$ cat src/fbd_pkg.sv
// Shared types, constants and helpers for the Feistel frame decryptor.
`default_nettype none
package fbd_pkg;

  localparam int WORD_W    = 32;
  localparam int DATA_W    = 64;
  localparam int KEY_DEPTH = 16;
  localparam int KEY_IDX_W = 4;
  localparam int KW_W      = 5;
  localparam int ROT_W     = 5;
  localparam int FUNC_W    = 2;
  localparam int STATUS_W  = 3;
  localparam int CFG_IDX_W = 4;

  localparam logic [CFG_IDX_W-1:0] CFG_MAGIC     = CFG_IDX_W'(0);
  localparam logic [CFG_IDX_W-1:0] CFG_KEY_WORDS = CFG_IDX_W'(1);

  localparam logic [KW_W-1:0] KEY_WORDS_RST = KW_W'(KEY_DEPTH);

  typedef enum logic [FUNC_W-1:0] {
    FUNC_KEY    = 2'd0,
    FUNC_HEADER = 2'd1,
    FUNC_DATA   = 2'd2,
    FUNC_RSVD   = 2'd3
  } func_t;

  typedef enum logic [STATUS_W-1:0] {
    ST_WORD_OK   = 3'd0,
    ST_FRAME_OK  = 3'd1,
    ST_BAD_MAGIC = 3'd2,
    ST_MISMATCH  = 3'd3,
    ST_TOO_SHORT = 3'd4
  } status_t;

  typedef enum logic [1:0] {
    S_IDLE,
    S_RUN,
    S_SUM,
    S_FINISH
  } state_t;

  // rotate left; a shift of zero returns the word unchanged
  function automatic logic [WORD_W-1:0] rotl(input logic [WORD_W-1:0] v,
                                             input logic [ROT_W-1:0] n);
    logic [2*WORD_W-1:0] d;
    d = {v, v} << n;
    return d[2*WORD_W-1:WORD_W];
  endfunction

endpackage
`default_nettype wire

$ cat src/fbd_if.sv
// Handshake channels: input items, result items and register writes.
`default_nettype none
interface fbd_req_if;
  logic                          valid;
  logic                          ready;
  logic [fbd_pkg::FUNC_W-1:0]    func;
  logic [fbd_pkg::KEY_IDX_W-1:0] key_index;
  logic [fbd_pkg::DATA_W-1:0]    data;
  logic                          last;

  modport source (output valid, func, key_index, data, last, input ready);
  modport sink   (input valid, func, key_index, data, last, output ready);
endinterface

interface fbd_rsp_if;
  logic                         valid;
  logic                         ready;
  logic [fbd_pkg::DATA_W-1:0]   plain;
  logic [fbd_pkg::WORD_W-1:0]   check_value;
  logic [fbd_pkg::STATUS_W-1:0] status;

  modport source (output valid, plain, check_value, status, input ready);
  modport sink   (input valid, plain, check_value, status, output ready);
endinterface

interface fbd_cfg_if;
  logic                          valid;
  logic                          ready;
  logic [fbd_pkg::CFG_IDX_W-1:0] index;
  logic [fbd_pkg::WORD_W-1:0]    data;

  modport source (output valid, index, data, input ready);
  modport sink   (input valid, index, data, output ready);
endinterface
`default_nettype wire

$ cat src/feistel_block_decrypt_with_checksum_unit.sv
// Feistel frame decryptor top level: key store, round sequencer and checksum.
// A header gives a result only when it is rejected (bad magic, too short).
// Cipher word: the rounds run in S_RUN, one round a cycle, each fed by a key store read
// issued the cycle before, then the checksum step (S_SUM) and the hand-off (S_FINISH).
// One item at a time; a result may wait in the output register while the next item runs.
// rst (synchronous) clears frame state, magic and the key store valid bits, and sets key_words to KEY_DEPTH.
`default_nettype none
module feistel_block_decrypt_with_checksum_unit #(
  parameter int ROUNDS = 16
) (
  input wire logic clk,
  input wire logic rst,
  fbd_req_if.sink  req,
  fbd_rsp_if.source rsp,
  fbd_cfg_if.sink  cfg
);

  localparam int RW = (ROUNDS > 1) ? $clog2(ROUNDS) : 1;
  localparam int WW = fbd_pkg::WORD_W;
  localparam int KI = fbd_pkg::KEY_IDX_W;
  localparam int KD = fbd_pkg::KEY_DEPTH;
  localparam int KW = fbd_pkg::KW_W;

  fbd_pkg::state_t state, state_next;

  logic [WW-1:0]  magic;
  logic [KW-1:0]  key_words;
  logic [WW-1:0]  block_index;
  logic [WW-1:0]  running_sum;
  logic [WW-1:0]  expected_sum;
  logic           frame_open;
  logic [WW-1:0]  x, y;
  logic [RW-1:0]  rnd;
  logic [KI-1:0]  kp;
  logic           res_last;
  logic [WW-1:0]  res_check;
  fbd_pkg::status_t res_status;
  logic [KD-1:0]  key_vld;
  logic           kvld_q;
  logic           out_valid;
  logic [fbd_pkg::DATA_W-1:0]   out_plain;
  logic [WW-1:0]                out_check;
  logic [fbd_pkg::STATUS_W-1:0] out_status;

  logic           acc;
  logic           key_we;
  logic [KW-1:0]  len_eff, len_m1;
  logic [KI-1:0]  start_tab [KD];
  logic [KI-1:0]  start_idx, kp_dec, raddr;
  logic [WW-1:0]  rdata, key_word, rk, z, sum_new;
  logic [WW-1:0]  hdr_lo, hdr_hi;
  logic           out_free;

  // start key position for the top round, one entry per key length
  for (genvar g = 0; g < KD; g++) begin : g_start
    localparam int START = (ROUNDS - 1) % (g + 1);
    assign start_tab[g] = START[KI-1:0];
  end

  assign acc      = req.valid && req.ready;
  assign req.ready = (state == fbd_pkg::S_IDLE);
  assign cfg.ready = 1'b1;
  assign key_we   = acc && (req.func == fbd_pkg::FUNC_KEY);
  assign hdr_lo   = req.data[WW-1:0];
  assign hdr_hi   = req.data[2*WW-1:WW];
  assign out_free = !out_valid || rsp.ready;

  always_comb begin
    if (key_words == '0) begin
      len_eff = KW'(1);
    end else if (key_words > KW'(KD)) begin
      len_eff = KW'(KD);
    end else begin
      len_eff = key_words;
    end
  end

  assign len_m1    = len_eff - KW'(1);
  assign start_idx = start_tab[len_m1[KI-1:0]];
  assign kp_dec    = (kp == '0) ? len_m1[KI-1:0] : kp - KI'(1);
  assign raddr     = (state == fbd_pkg::S_IDLE) ? start_idx : kp_dec;

  fbd_ram #(.WIDTH(WW), .DEPTH(KD)) u_key_ram (
    .clk   (clk),
    .we    (key_we),
    .waddr (req.key_index),
    .wdata (req.data[WW-1:0]),
    .raddr (raddr),
    .rdata (rdata)
  );

  assign key_word = kvld_q ? rdata : '0;
  assign rk       = fbd_pkg::rotl(key_word, fbd_pkg::ROT_W'(rnd)) ^ block_index;
  assign z        = fbd_pkg::rotl(rk + x, rk[fbd_pkg::ROT_W-1:0]) ^ rk ^ y;
  assign sum_new  = running_sum ^ (x + y);

  always_ff @(posedge clk) begin
    if (rst) begin
      state <= fbd_pkg::S_IDLE;
    end else begin
      state <= state_next;
    end
  end

  always_comb begin
    state_next = state;
    case (state)
      fbd_pkg::S_IDLE: begin
        if (acc) begin
          if (req.func == fbd_pkg::FUNC_HEADER) begin
            if (hdr_lo != magic || req.last) begin
              state_next = fbd_pkg::S_FINISH;
            end
          end else if (req.func == fbd_pkg::FUNC_DATA && frame_open) begin
            state_next = fbd_pkg::S_RUN;
          end
        end
      end
      fbd_pkg::S_RUN: begin
        if (rnd == '0) begin
          state_next = fbd_pkg::S_SUM;
        end
      end
      fbd_pkg::S_SUM:    state_next = fbd_pkg::S_FINISH;
      fbd_pkg::S_FINISH: begin
        if (out_free) begin
          state_next = fbd_pkg::S_IDLE;
        end
      end
      default: state_next = fbd_pkg::S_IDLE;
    endcase
  end

  // registers and key store valid bits
  always_ff @(posedge clk) begin
    if (rst) begin
      magic     <= '0;
      key_words <= fbd_pkg::KEY_WORDS_RST;
      key_vld   <= '0;
      kvld_q    <= 1'b0;
    end else begin
      if (cfg.valid && cfg.ready) begin
        if (cfg.index == fbd_pkg::CFG_MAGIC) begin
          magic <= cfg.data;
        end else if (cfg.index == fbd_pkg::CFG_KEY_WORDS) begin
          key_words <= cfg.data[KW-1:0];
        end
      end
      if (key_we) begin
        key_vld[req.key_index] <= 1'b1;
      end
      kvld_q <= key_vld[raddr];
    end
  end

  // frame state
  always_ff @(posedge clk) begin
    if (rst) begin
      frame_open   <= 1'b0;
      block_index  <= '0;
      running_sum  <= '0;
      expected_sum <= '0;
    end else begin
      if (state == fbd_pkg::S_IDLE && acc) begin
        if (req.func == fbd_pkg::FUNC_HEADER) begin
          frame_open <= (hdr_lo == magic) && !req.last;
          if (hdr_lo == magic && !req.last) begin
            block_index  <= '0;
            running_sum  <= magic;
            expected_sum <= hdr_hi;
          end
        end else if (req.func == fbd_pkg::FUNC_DATA && frame_open) begin
          running_sum <= running_sum + (hdr_lo ^ hdr_hi);
        end
      end else if (state == fbd_pkg::S_SUM) begin
        running_sum <= sum_new;
        block_index <= block_index + WW'(1);
        if (res_last) begin
          frame_open <= 1'b0;
        end
      end
    end
  end

  // round datapath and pending result
  always_ff @(posedge clk) begin
    case (state)
      fbd_pkg::S_IDLE: begin
        if (acc && req.func == fbd_pkg::FUNC_HEADER) begin
          x          <= '0;
          y          <= '0;
          res_check  <= '0;
          res_status <= (hdr_lo != magic) ? fbd_pkg::ST_BAD_MAGIC : fbd_pkg::ST_TOO_SHORT;
        end else if (acc && req.func == fbd_pkg::FUNC_DATA) begin
          x        <= hdr_lo;
          y        <= hdr_hi;
          rnd      <= RW'(ROUNDS - 1);
          kp       <= start_idx;
          res_last <= req.last;
        end
      end
      fbd_pkg::S_RUN: begin
        x   <= z;
        y   <= x;
        rnd <= rnd - RW'(1);
        kp  <= kp_dec;
      end
      fbd_pkg::S_SUM: begin
        res_check <= sum_new;
        if (!res_last) begin
          res_status <= fbd_pkg::ST_WORD_OK;
        end else if (sum_new == expected_sum) begin
          res_status <= fbd_pkg::ST_FRAME_OK;
        end else begin
          res_status <= fbd_pkg::ST_MISMATCH;
        end
      end
      default: ;
    endcase
  end

  // output register
  always_ff @(posedge clk) begin
    if (rst) begin
      out_valid <= 1'b0;
    end else if (state == fbd_pkg::S_FINISH && out_free) begin
      out_valid <= 1'b1;
    end else if (rsp.ready) begin
      out_valid <= 1'b0;
    end
  end

  always_ff @(posedge clk) begin
    if (state == fbd_pkg::S_FINISH && out_free) begin
      out_plain  <= {y, x};
      out_check  <= res_check;
      out_status <= res_status;
    end
  end

  assign rsp.valid       = out_valid;
  assign rsp.plain       = out_plain;
  assign rsp.check_value = out_check;
  assign rsp.status      = out_status;

  a_run_needs_frame: assert property (@(posedge clk) disable iff (rst)
    state == fbd_pkg::S_RUN |-> frame_open)
    else $error("rounds running with no open frame");

  a_data_starts_run: assert property (@(posedge clk) disable iff (rst)
    (acc && req.func == fbd_pkg::FUNC_DATA && frame_open) |=> state == fbd_pkg::S_RUN)
    else $error("cipher item did not start the rounds");

  a_last_round_sums: assert property (@(posedge clk) disable iff (rst)
    (state == fbd_pkg::S_RUN && rnd == '0) |=> state == fbd_pkg::S_SUM)
    else $error("checksum step skipped after the last round");

  a_result_from_finish: assert property (@(posedge clk) disable iff (rst)
    $rose(out_valid) |-> $past(state) == fbd_pkg::S_FINISH)
    else $error("result raised outside the hand-off state");

  a_key_pos_in_range: assert property (@(posedge clk) disable iff (rst)
    state == fbd_pkg::S_RUN |-> KW'(kp) < len_eff)
    else $error("key position beyond key length");

endmodule
`default_nettype wire

$ cat src/fbd_ram.sv
// Generic single-write, single-read RAM with registered read data.
`default_nettype none
module fbd_ram #(
  parameter int WIDTH = 32,
  parameter int DEPTH = 16
) (
  input  wire logic                                   clk,
  input  wire logic                                   we,
  input  wire logic [(DEPTH > 1 ? $clog2(DEPTH) : 1)-1:0] waddr,
  input  wire logic [WIDTH-1:0]                       wdata,
  input  wire logic [(DEPTH > 1 ? $clog2(DEPTH) : 1)-1:0] raddr,
  output logic      [WIDTH-1:0]                       rdata
);

  logic [WIDTH-1:0] mem [DEPTH];

  always_ff @(posedge clk) begin
    if (we) begin
      mem[waddr] <= wdata;
    end
    rdata <= mem[raddr];
  end

endmodule
`default_nettype wire
$ cat src/flat_wrapper.sv
// flat-port wrapper written by rule: the top's interface ports become plain ports
module feistel_block_decrypt_with_checksum_unit_flat 
#(
  parameter int ROUNDS = 16
)
  (clk, rst, req_valid, req_func, req_key_index, req_data, req_last, req_ready, rsp_valid, rsp_plain, rsp_check_value, rsp_status, rsp_ready, cfg_valid, cfg_index, cfg_data, cfg_ready);
  fbd_req_if req_i ();
  fbd_rsp_if rsp_i ();
  fbd_cfg_if cfg_i ();
  input wire logic clk;
  input wire logic rst;
  input wire logic [$bits(req_i.valid)-1:0] req_valid;
  input wire logic [$bits(req_i.func)-1:0] req_func;
  input wire logic [$bits(req_i.key_index)-1:0] req_key_index;
  input wire logic [$bits(req_i.data)-1:0] req_data;
  input wire logic [$bits(req_i.last)-1:0] req_last;
  output wire logic [$bits(req_i.ready)-1:0] req_ready;
  output wire logic [$bits(rsp_i.valid)-1:0] rsp_valid;
  output wire logic [$bits(rsp_i.plain)-1:0] rsp_plain;
  output wire logic [$bits(rsp_i.check_value)-1:0] rsp_check_value;
  output wire logic [$bits(rsp_i.status)-1:0] rsp_status;
  input wire logic [$bits(rsp_i.ready)-1:0] rsp_ready;
  input wire logic [$bits(cfg_i.valid)-1:0] cfg_valid;
  input wire logic [$bits(cfg_i.index)-1:0] cfg_index;
  input wire logic [$bits(cfg_i.data)-1:0] cfg_data;
  output wire logic [$bits(cfg_i.ready)-1:0] cfg_ready;
  assign req_i.valid = req_valid;
  assign req_i.func = req_func;
  assign req_i.key_index = req_key_index;
  assign req_i.data = req_data;
  assign req_i.last = req_last;
  assign req_ready = req_i.ready;
  assign rsp_valid = rsp_i.valid;
  assign rsp_plain = rsp_i.plain;
  assign rsp_check_value = rsp_i.check_value;
  assign rsp_status = rsp_i.status;
  assign rsp_i.ready = rsp_ready;
  assign cfg_i.valid = cfg_valid;
  assign cfg_i.index = cfg_index;
  assign cfg_i.data = cfg_data;
  assign cfg_ready = cfg_i.ready;
  feistel_block_decrypt_with_checksum_unit #(.ROUNDS(ROUNDS)) u_core (.clk(clk), .rst(rst), .req(req_i), .rsp(rsp_i), .cfg(cfg_i));
endmodule
$ cat config.mk
export PLATFORM = sky130hd
export DESIGN_NAME = feistel_block_decrypt_with_checksum_unit_flat
export DESIGN_NICKNAME = d
export VERILOG_FILES = /design/src/fbd_pkg.sv /design/src/fbd_if.sv /design/src/feistel_block_decrypt_with_checksum_unit.sv /design/src/fbd_ram.sv /design/src/flat_wrapper.sv
export SDC_FILE = /design/constraint.sdc
export NUM_CORES = 2
export LEC_CHECK = 0
export ABC_CLOCK_PERIOD_IN_PS = 9400
export BUFFER_PORTS_ARGS = -buffer_cell sky130_fd_sc_hd__clkbuf_2
export CAP_MARGIN = 10
export CORE_MARGIN = 2
export CORE_UTILIZATION = 40
export CTS_CLUSTER_SIZE = 8
export DETAILED_ROUTE_END_ITERATION = 6
export PLACE_DENSITY = 0.65
export SLEW_MARGIN = 20
export SYNTH_ARGS = -nofsm -noshare
export SYNTH_HDL_FRONTEND = slang
export SYNTH_SLANG_ARGS = --single-unit
$ cat constraint.sdc
create_clock -name clk -period 9.4 [get_ports clk]
set_input_delay 2.82 -clock clk [delete_from_list [all_inputs] [get_ports clk]]
set_output_delay 2.82 -clock clk [all_outputs]
set_load 0.02 [all_outputs]
# After elaboration in Yosys (flattened, before gate mapping)

Memory sizes are Yosys's and may differ from the RTL's. A register that Yosys moved wholly into a read port is not among the register bits.
Index checks and enable logic that the tools add are counted.

Register bits after elaboration: 361
RAM bits: 512
Bits in read-only memories: 64
Input bits: 112
Output and inout port bits: 102
Word-level logic and storage cells: 156
Memories: 2

$add $sub $neg: 7
Magnitude comparators: 5
Equal/unequal tests: 22
Shift-type cells: 2
Muxes and demuxes: 54
Bitwise logic cells: 9
Reduce and logical (&&, ||, !) cells: 35

Memories:

| memory               | words | width | rd ports | clocked after memory_dff | wr ports | line                                           | text |
|---|---|---|---|---|---|---|---|
| u_core.u_key_ram.mem | 16    | 32    | 1        | 1                        | 1        | fbd_ram.sv:15                                  | `logic [WIDTH-1:0] mem [DEPTH];` |
| (no name shown)      | 16    | 4     | 1        | 0                        | 0        | feistel_block_decrypt_with_checksum_unit.sv:79 | `assign start_idx = start_tab[len_m1[KI-1:0]];` |

Operators with widths:

| operator                | number |
|---|---|
| $mux W32                | 15 |
| $pmux W32 S2            | 3 |
| $xor A32 B32 Y32        | 5 |
| $add A32 B32 Y32        | 3 |
| $eq A32 B32 Y1          | 2 |
| $shl A64 B4 Y64         | 1 |
| $shl A64 B5 Y64         | 1 |
| $mux W4                 | 10 |
| $add A32 B1 Y32 const B | 1 |
| $ne A32 B32 Y1          | 1 |
| $reduce_and A3 Y1       | 7 |
| $or A16 B16 Y16         | 1 |
| $pmux W4 S2             | 2 |
| $mux W2                 | 7 |
| $logic_not A4 Y1        | 3 |
| $ne A2 B2 Y1 const B    | 6 |
| $ne A3 B3 Y1 const B    | 4 |
| $sub A4 B1 Y4 const B   | 3 |
| $lt A4 B5 Y1 const B    | 2 |
| $mux W1                 | 10 |
| $reduce_bool A2 Y1      | 5 |
| $logic_and A1 B1 Y1     | 9 |
| $mux W3                 | 3 |
| $pmux W2 S4             | 1 |
| 19 further kinds        | 29 |

# Longest topological paths before layout

Depth after elaboration: 11
Gate-level depth with buffers: 26
Mapped depth without buffers: 22

# Cells and area by module

Synthesis repeated with hierarchy kept, for this count alone.

Cells, all modules: 3868
Area total of the unflattened synthesis: 46408.3 µm²

Modules (own cells, without submodules):

| module                                   | instances | cells an instance | area each (µm²) | seq. area each (µm²) |
|---|---|---|---|---|
| feistel_block_decrypt_with_checksum_unit | 1         | 3030              | 26554.2         | 9298.9 |
| fbd_ram                                  | 1         | 838               | 19854.0         | 16015.4 |

# Worst setup path after synthesis

OpenSTA, ideal clock, no wires.

Kind: input to register
Start point: in rsp_ready
End point: reg u_core.out_check[0] (netlist: u_core.rsp.check_value[0]), enable pin
Setup time: 570 ps
Arrival time: 7271 ps
Data required time: 8830 ps
Path slack: 1559 ps
Stages on the path: 2
Buffers on the path: 0
Cell sequence: nor2b_1 -> nor2b_1

Word-level cells in the longest chain between the ends: 2

RTL lines:

| what                 | line                                            | text |
|---|---|---|
| from (decl)          | flat_wrapper.sv:22                              | `input wire logic [$bits(rsp_i.ready)-1:0] rsp_ready;` |
| $logic_or A1 B1 Y1   | feistel_block_decrypt_with_checksum_unit.sv:66  | `assign out_free = !out_valid \|\| rsp.ready;` |
| $logic_and A1 B1 Y1  | feistel_block_decrypt_with_checksum_unit.sv:234 | `if (state == fbd_pkg::S_FINISH && out_free) begin` |
| to (signal assigned) | feistel_block_decrypt_with_checksum_unit.sv:236 | `out_check <= res_check;` |
| to (decl)            | feistel_block_decrypt_with_checksum_unit.sv:42  | `logic [WW-1:0] out_check;` |

Every way passes these cells.
A chain may end at the register's enable or synchronous reset.

# Worst setup path after layout

Start point: reg u_core.rnd[0]
End point: reg u_core.x[24] (data pin)

Word-level cells in the longest chain between the ends: 7

RTL lines:

| what                             | line                                            | text |
|---|---|---|
| from (decl)                      | feistel_block_decrypt_with_checksum_unit.sv:33  | `logic [RW-1:0] rnd;` |
| from (signal assigned)           | feistel_block_decrypt_with_checksum_unit.sv:197 | `rnd <= RW'(ROUNDS - 1);` |
| from (signal assigned)           | feistel_block_decrypt_with_checksum_unit.sv:205 | `rnd <= rnd - RW'(1);` |
| $shl A64 B4 Y64 *                | fbd_pkg.sv:46                                   | `d = {v, v} << n;` |
| $xor A32 B32 Y32 *               | feistel_block_decrypt_with_checksum_unit.sv:93  | `assign rk = fbd_pkg::rotl(key_word, fbd_pkg::ROT_W'(rnd)) ^ block_index;` |
| $add A32 B32 Y32                 | feistel_block_decrypt_with_checksum_unit.sv:94  | `assign z = fbd_pkg::rotl(rk + x, rk[fbd_pkg::ROT_W-1:0]) ^ rk ^ y;` |
| $shl A64 B5 Y64                  | fbd_pkg.sv:46                                   |  |
| $xor A32 B32 Y32 * (2 in series) | feistel_block_decrypt_with_checksum_unit.sv:94  |  |
| $pmux W32 S2 *                   | feistel_block_decrypt_with_checksum_unit.sv:187 | `case (state)` |
| to (signal assigned)             | feistel_block_decrypt_with_checksum_unit.sv:195 | `x <= hdr_lo;` |
| to (signal assigned)             | feistel_block_decrypt_with_checksum_unit.sv:203 | `x <= z;` |
| to (decl)                        | feistel_block_decrypt_with_checksum_unit.sv:32  | `logic [WW-1:0] x, y;` |

Every way passes the cells marked *; elsewhere a longest branch is shown, timed or not.

==> results_tabular.tex <==
\begin{tabular}{lr}
\hline
Metric & Value \\
\hline
\multicolumn{2}{l}{\textbf{Status}} \\
\quad Result of the run & finished, final reports clean \\
\multicolumn{2}{l}{\textbf{Job}} \\
\quad Max-cap violation count & 0 \\
\multicolumn{2}{l}{\textbf{Final layout}} \\
\quad Area grow syn2layout & 15.2\% \\
\quad End-of-flow core utilization & 46.3\% \\
\quad Sequential Area & 0.0253 mm2 \\
\quad Multi-input gate area & 0.0197 mm2 \\
\quad Layout cell share with drive strength beyond 1 & 16.1\% \\
\quad Count of filler cells inserted in the layout & 10400 \\
\quad Final standard cell count with taps included and fillers excluded & 5655 \\
\quad Layout Nets & 4273 \\
\multicolumn{2}{l}{\textbf{Route}} \\
\quad 1st-pass router iterations & 6 \\
\quad Via count & 34100 \\
\quad Via density per instance & 6.03 \\
\quad Remaining routing DRC violations & 0 \\
\quad Aggregate routed wire length & 155 mm \\
\quad Detail Route Antenna Nets & 0 \\
\quad Number of DRC violations after detailed-routing iteration 0 & 4303 \\
\quad Average detailed-routed wire length per instance & 27.5 um \\
\multicolumn{2}{l}{\textbf{Die}} \\
\quad Total Die Area & 0.117 mm2 \\
\quad Horizontal die dimension & 342 um \\
\quad Area of the core & 0.114 mm2 \\
\quad I/O pins & 214 \\
\quad Site Rows & 124 \\
\quad Effective utilization at floorplan & 40.2\% \\
\quad Height of the die & 342 um \\
\multicolumn{2}{l}{\textbf{CTS}} \\
\quad Clock transition at the register clock pins on the worst setup and hold paths after CTS & 0.06 ns \\
\quad Buffers inserted during post-CTS setup optimization & 0 \\
\quad Number of buffers inserted for hold repair after clock tree synthesis & 0 \\
\quad Number of sinks driven by the clock tree & 905 \\
\quad Number of buffers created by CTS & 132 \\
\quad Clock insertion delay at the later pin of the skew report & 0.75 ns \\
\quad Maximum clock insertion buffer count & 3 \\
\quad Root buffer cell & sky130\_fd\_sc\_hd\_\_clkbuf\_16 \\
\quad H-Tree Depth & 4 \\
\quad CTS tree & done \\
\quad Number of resized instances in the post-cts repair step & 0 \\
\multicolumn{2}{l}{\textbf{STA}} \\
\quad Setup violators final & 0 \\
\quad Final worst clock skew & 0.0656 ns \\
\quad Aggregate negative setup slack & 0 ns \\
\quad Max-slew violation total from the final report & 0 \\
\quad Fmax & 129 MHz \\
\quad Worst setup margin & 1.66 ns \\
\quad Final hold violations & 0 \\
\quad Post-layout minimum cycle time & 7.74 ns \\
\quad Period Utilization, post-route & 82.4\% \\
\quad Setup repair after global routing missed its margin & false \\
\quad Relative slew margins & 12.4\% \\
\quad Slew of the pin with the lowest slew margin & 1.31 ns \\
\multicolumn{2}{l}{\textbf{Power and ir drop}} \\
\quad Maximum ir drop on the vdd rail & 178 uV \\
\quad Tot Pwr & 16.5 mW \\
\quad Leakage power & 18.6 nW \\
\quad Power per cell area & 314 mW/mm2 \\
\multicolumn{2}{l}{\textbf{Setup path}} \\
\quad Endpoint type of the worst setup path & flop \\
\quad Data required time of the critical path & 9.89 ns \\
\quad Launch point of the worst reg-to-reg path & u\_core.rnd[0] \\
\quad Crit. Startpoint & u\_core.rnd[0] \\
\quad Critical path startpoint category & flop \\
\quad Capture point of the worst path & u\_core.x[24] \\
\quad Endpoint of the lowest-slack register-to-register path & u\_core.x[24] \\
\quad Crit path arrival time & 8.23 ns \\
\quad Crit Path Category & reg2reg \\
\quad Register-to-Register Path Depth & 20 \\
\quad Minimum setup slack among reg-to-reg paths & 1.66 ns \\
\quad Critical path fanouts, max & 26 \\
\multicolumn{2}{l}{\textbf{Logic synthesis}} \\
\quad FFs w/ async S/R, synth & 0\% \\
\quad Synth cell count leaders & 719 x sky130\_fd\_sc\_hd\_\_edfxtp\_1, 452 x sky130\_fd\_sc\_hd\_\_nand2\_1, 264 x sky130\_fd\_sc\_hd\_\_nor2\_1 \\
\quad Net count after synthesis & 4055 \\
\quad Top flip-flop cell by instance count after synthesis & sky130\_fd\_sc\_hd\_\_edfxtp\_1 \\
\quad Sequential element share of the synthesized area & 55.3\% \\
\quad Post-synth EDFFs & 719 \\
\quad Post-synthesis instance area & 0.0458 mm2 \\
\quad Average size of a mapped cell & 11.9 um2 \\
\quad Warnings, synthesis & 0 \\
\quad Top-count cell post-synth & sky130\_fd\_sc\_hd\_\_edfxtp\_1 \\
\quad Synthesized flop and latch total & 905 \\
\quad Number of standard cells after synthesis & 3833 \\
\quad Dominant cells by area after synthesis & sky130\_fd\_sc\_hd\_\_edfxtp\_1 47\%, sky130\_fd\_sc\_hd\_\_dfxtp\_1 8.1\%, sky130\_fd\_sc\_hd\_\_mux4\_2 6.9\% \\
\quad Share of the synthesized area in the top cell type & 47.2\% \\
\quad Largest area contributor in the netlist & sky130\_fd\_sc\_hd\_\_edfxtp\_1 \\
\quad Count of cell types in the netlist & 88 \\
\multicolumn{2}{l}{\textbf{Place}} \\
\quad Sum of net half-perimeters after detailed placement & 108 mm \\
\quad Number of cells in the design after placement & 5429 \\
\quad Port Buffer Count & 212 \\
\quad Pre-CTS setup slack & 1.92 ns \\
\quad Final GP Congestion & 1.02 \\
\multicolumn{2}{l}{\textbf{GRT}} \\
\quad Wire length of the first global-routing pass & 223 mm \\
\quad GRT Util Overall & 26.0\% \\
\quad Maximum number of pins on one net before global-route repair & 88 \\
\quad Vias in the first global route & 32000 \\
\quad Overall overflow remaining after global route & 0 \\
\quad Initial antenna violation count & 9 \\
\multicolumn{2}{l}{\textbf{Hold path}} \\
\quad Worst min-delay path category & reg2reg \\
\hline
\end{tabular}
critical path, stage by stage, from the launching register on:
cell and delay [ns]:
sky130_fd_sc_hd__edfxtp_1 0.87, sky130_fd_sc_hd__buf_4 0.48, sky130_fd_sc_hd__mux2i_1 0.40, sky130_fd_sc_hd__mux2i_1 0.17
sky130_fd_sc_hd__mux2i_1 0.29, sky130_fd_sc_hd__o22a_1 0.27, sky130_fd_sc_hd__xor2_2 0.35, sky130_fd_sc_hd__inv_1 0.13
sky130_fd_sc_hd__ha_1 0.42, sky130_fd_sc_hd__a211oi_1 0.43, sky130_fd_sc_hd__o21ai_0 0.26, sky130_fd_sc_hd__a21o_1 0.29
sky130_fd_sc_hd__a21oi_1 0.59, sky130_fd_sc_hd__a21oi_1 0.15, sky130_fd_sc_hd__a211oi_1 0.60, sky130_fd_sc_hd__mux2i_1 0.32
sky130_fd_sc_hd__nor3_1 0.12, sky130_fd_sc_hd__a211oi_1 0.62, sky130_fd_sc_hd__o221ai_1 0.24, sky130_fd_sc_hd__and4_1 0.22
sky130_fd_sc_hd__a221o_1 0.25
layer usage:
metal | GRT usage, % | wire length (um) | part of all wire, % | vias up
met5 | 0 | 46 | 0.030 | -
met4 | 9.50 | 5920 | 3.8 | 6
met3 | 6.52 | 17000 | 11 | 309
met2 | 39.2 | 68600 | 44 | 1896
met1 | 36.4 | 63700 | 41 | 17000
li1 | - | - | - | 14900
report_power, final:
| part | total (mW) | switching (mW) | internal [mW] |
|---|---|---|---|
| Clock | 4.50 | 1.83 | 2.67 |
| Sequential | 5.28 | 0.510 | 4.77 |
| Combinational | 6.77 | 4.28 | 2.49 |
| Total | 16.5 | 6.62 | 9.93 |
logic make-up after synthesis:
logic type / count (synthesis) / synth area share (%)
simple gates: 1111 / 11.0
flops: 905 / 55.3
buf+inv: 259 / 2.24
xor+xnor: 324 / 6.34
compound gates: 884 / 12.9
other cells: 1 / 0.00820
mux: 239 / 9.12
fa+ha+maj: 110 / 3.06
cell usage in the layout (no fill, tap or decap), drive strengths merged, types with 66 or more instances in the layout:
| master | instances |
|---|---|
| o21ai | 151 |
| xnor2 | 165 |
| ha | 107 |
| dfxtp | 186 |
| nand2 | 452 |
| edfxtp | 719 |
| mux2i | 80 |
| xor2 | 156 |
| buf | 78 |
| nor2 | 264 |
| nand3 | 71 |
| clkbuf | 420 |
| mux4 | 140 |
| a211oi | 66 |
| and2 | 68 |
| a21oi | 229 |
sequential cells by signal, indices dropped and copies added (netlist names), 2 cells and up:
name                    flops
u_core.key_words            5
u_core.u_key_ram.mem      512
u_core.block_index         32
u_core.kp                   4
u_core.res_check           32
u_core.state                2
u_core.rsp.check_value     32
u_core.y                   32
u_core.u_key_ram.rdata     32
u_core.expected_sum        32
u_core.running_sum         32
u_core.rsp.plain           64
u_core.rnd                  4
u_core.x                   32
u_core.res_status           3
u_core.key_vld             16
u_core.magic               32
u_core.rsp.status           3
stage by stage:
| stage | instance area [um2] | hold WS [ns] |
|---|---|---|
| 5_1_grt | 52700 | 0.417 |
| 3_3_place_gp | 48700 | 0.401 |
| 6_report | 52700 | 0.408 |
| 4_1_cts | 52700 | 0.409 |
| 2_1_floorplan | 45800 | 0.400 |
| 3_5_place_dp | 48700 | 0.405 |
cell type report:
| type | instances | area share [%] |
|---|---|---|
| clock buffer | 209 | 6.90 |
| inverter | 54 | 0.385 |
| antenna | 3 | 0.0142 |
| timing repair buffer | 289 | 3.17 |
| sequential | 905 | 48.0 |
| tap | 1512 | 3.59 |
| multi-input combinational | 2669 | 37.3 |
| clock inverter | 14 | 0.603 |
worst min path at each step:
stage	start	endpoint	depth (start not counted)
2_1_floorplan	u_core.res_check[0]	u_core.rsp.check_value[0]	0
3_3_place_gp	u_core.res_check[28]	u_core.rsp.check_value[28]	0
3_5_place_dp	u_core.res_check[1]	u_core.rsp.check_value[1]	0
4_1_cts	u_core.res_check[10]	u_core.rsp.check_value[10]	0
5_1_grt	u_core.res_check[13]	u_core.rsp.check_value[13]	0
6_report	u_core.res_check[13]	u_core.rsp.check_value[13]	0
Power figures use the tool's default switching activity.
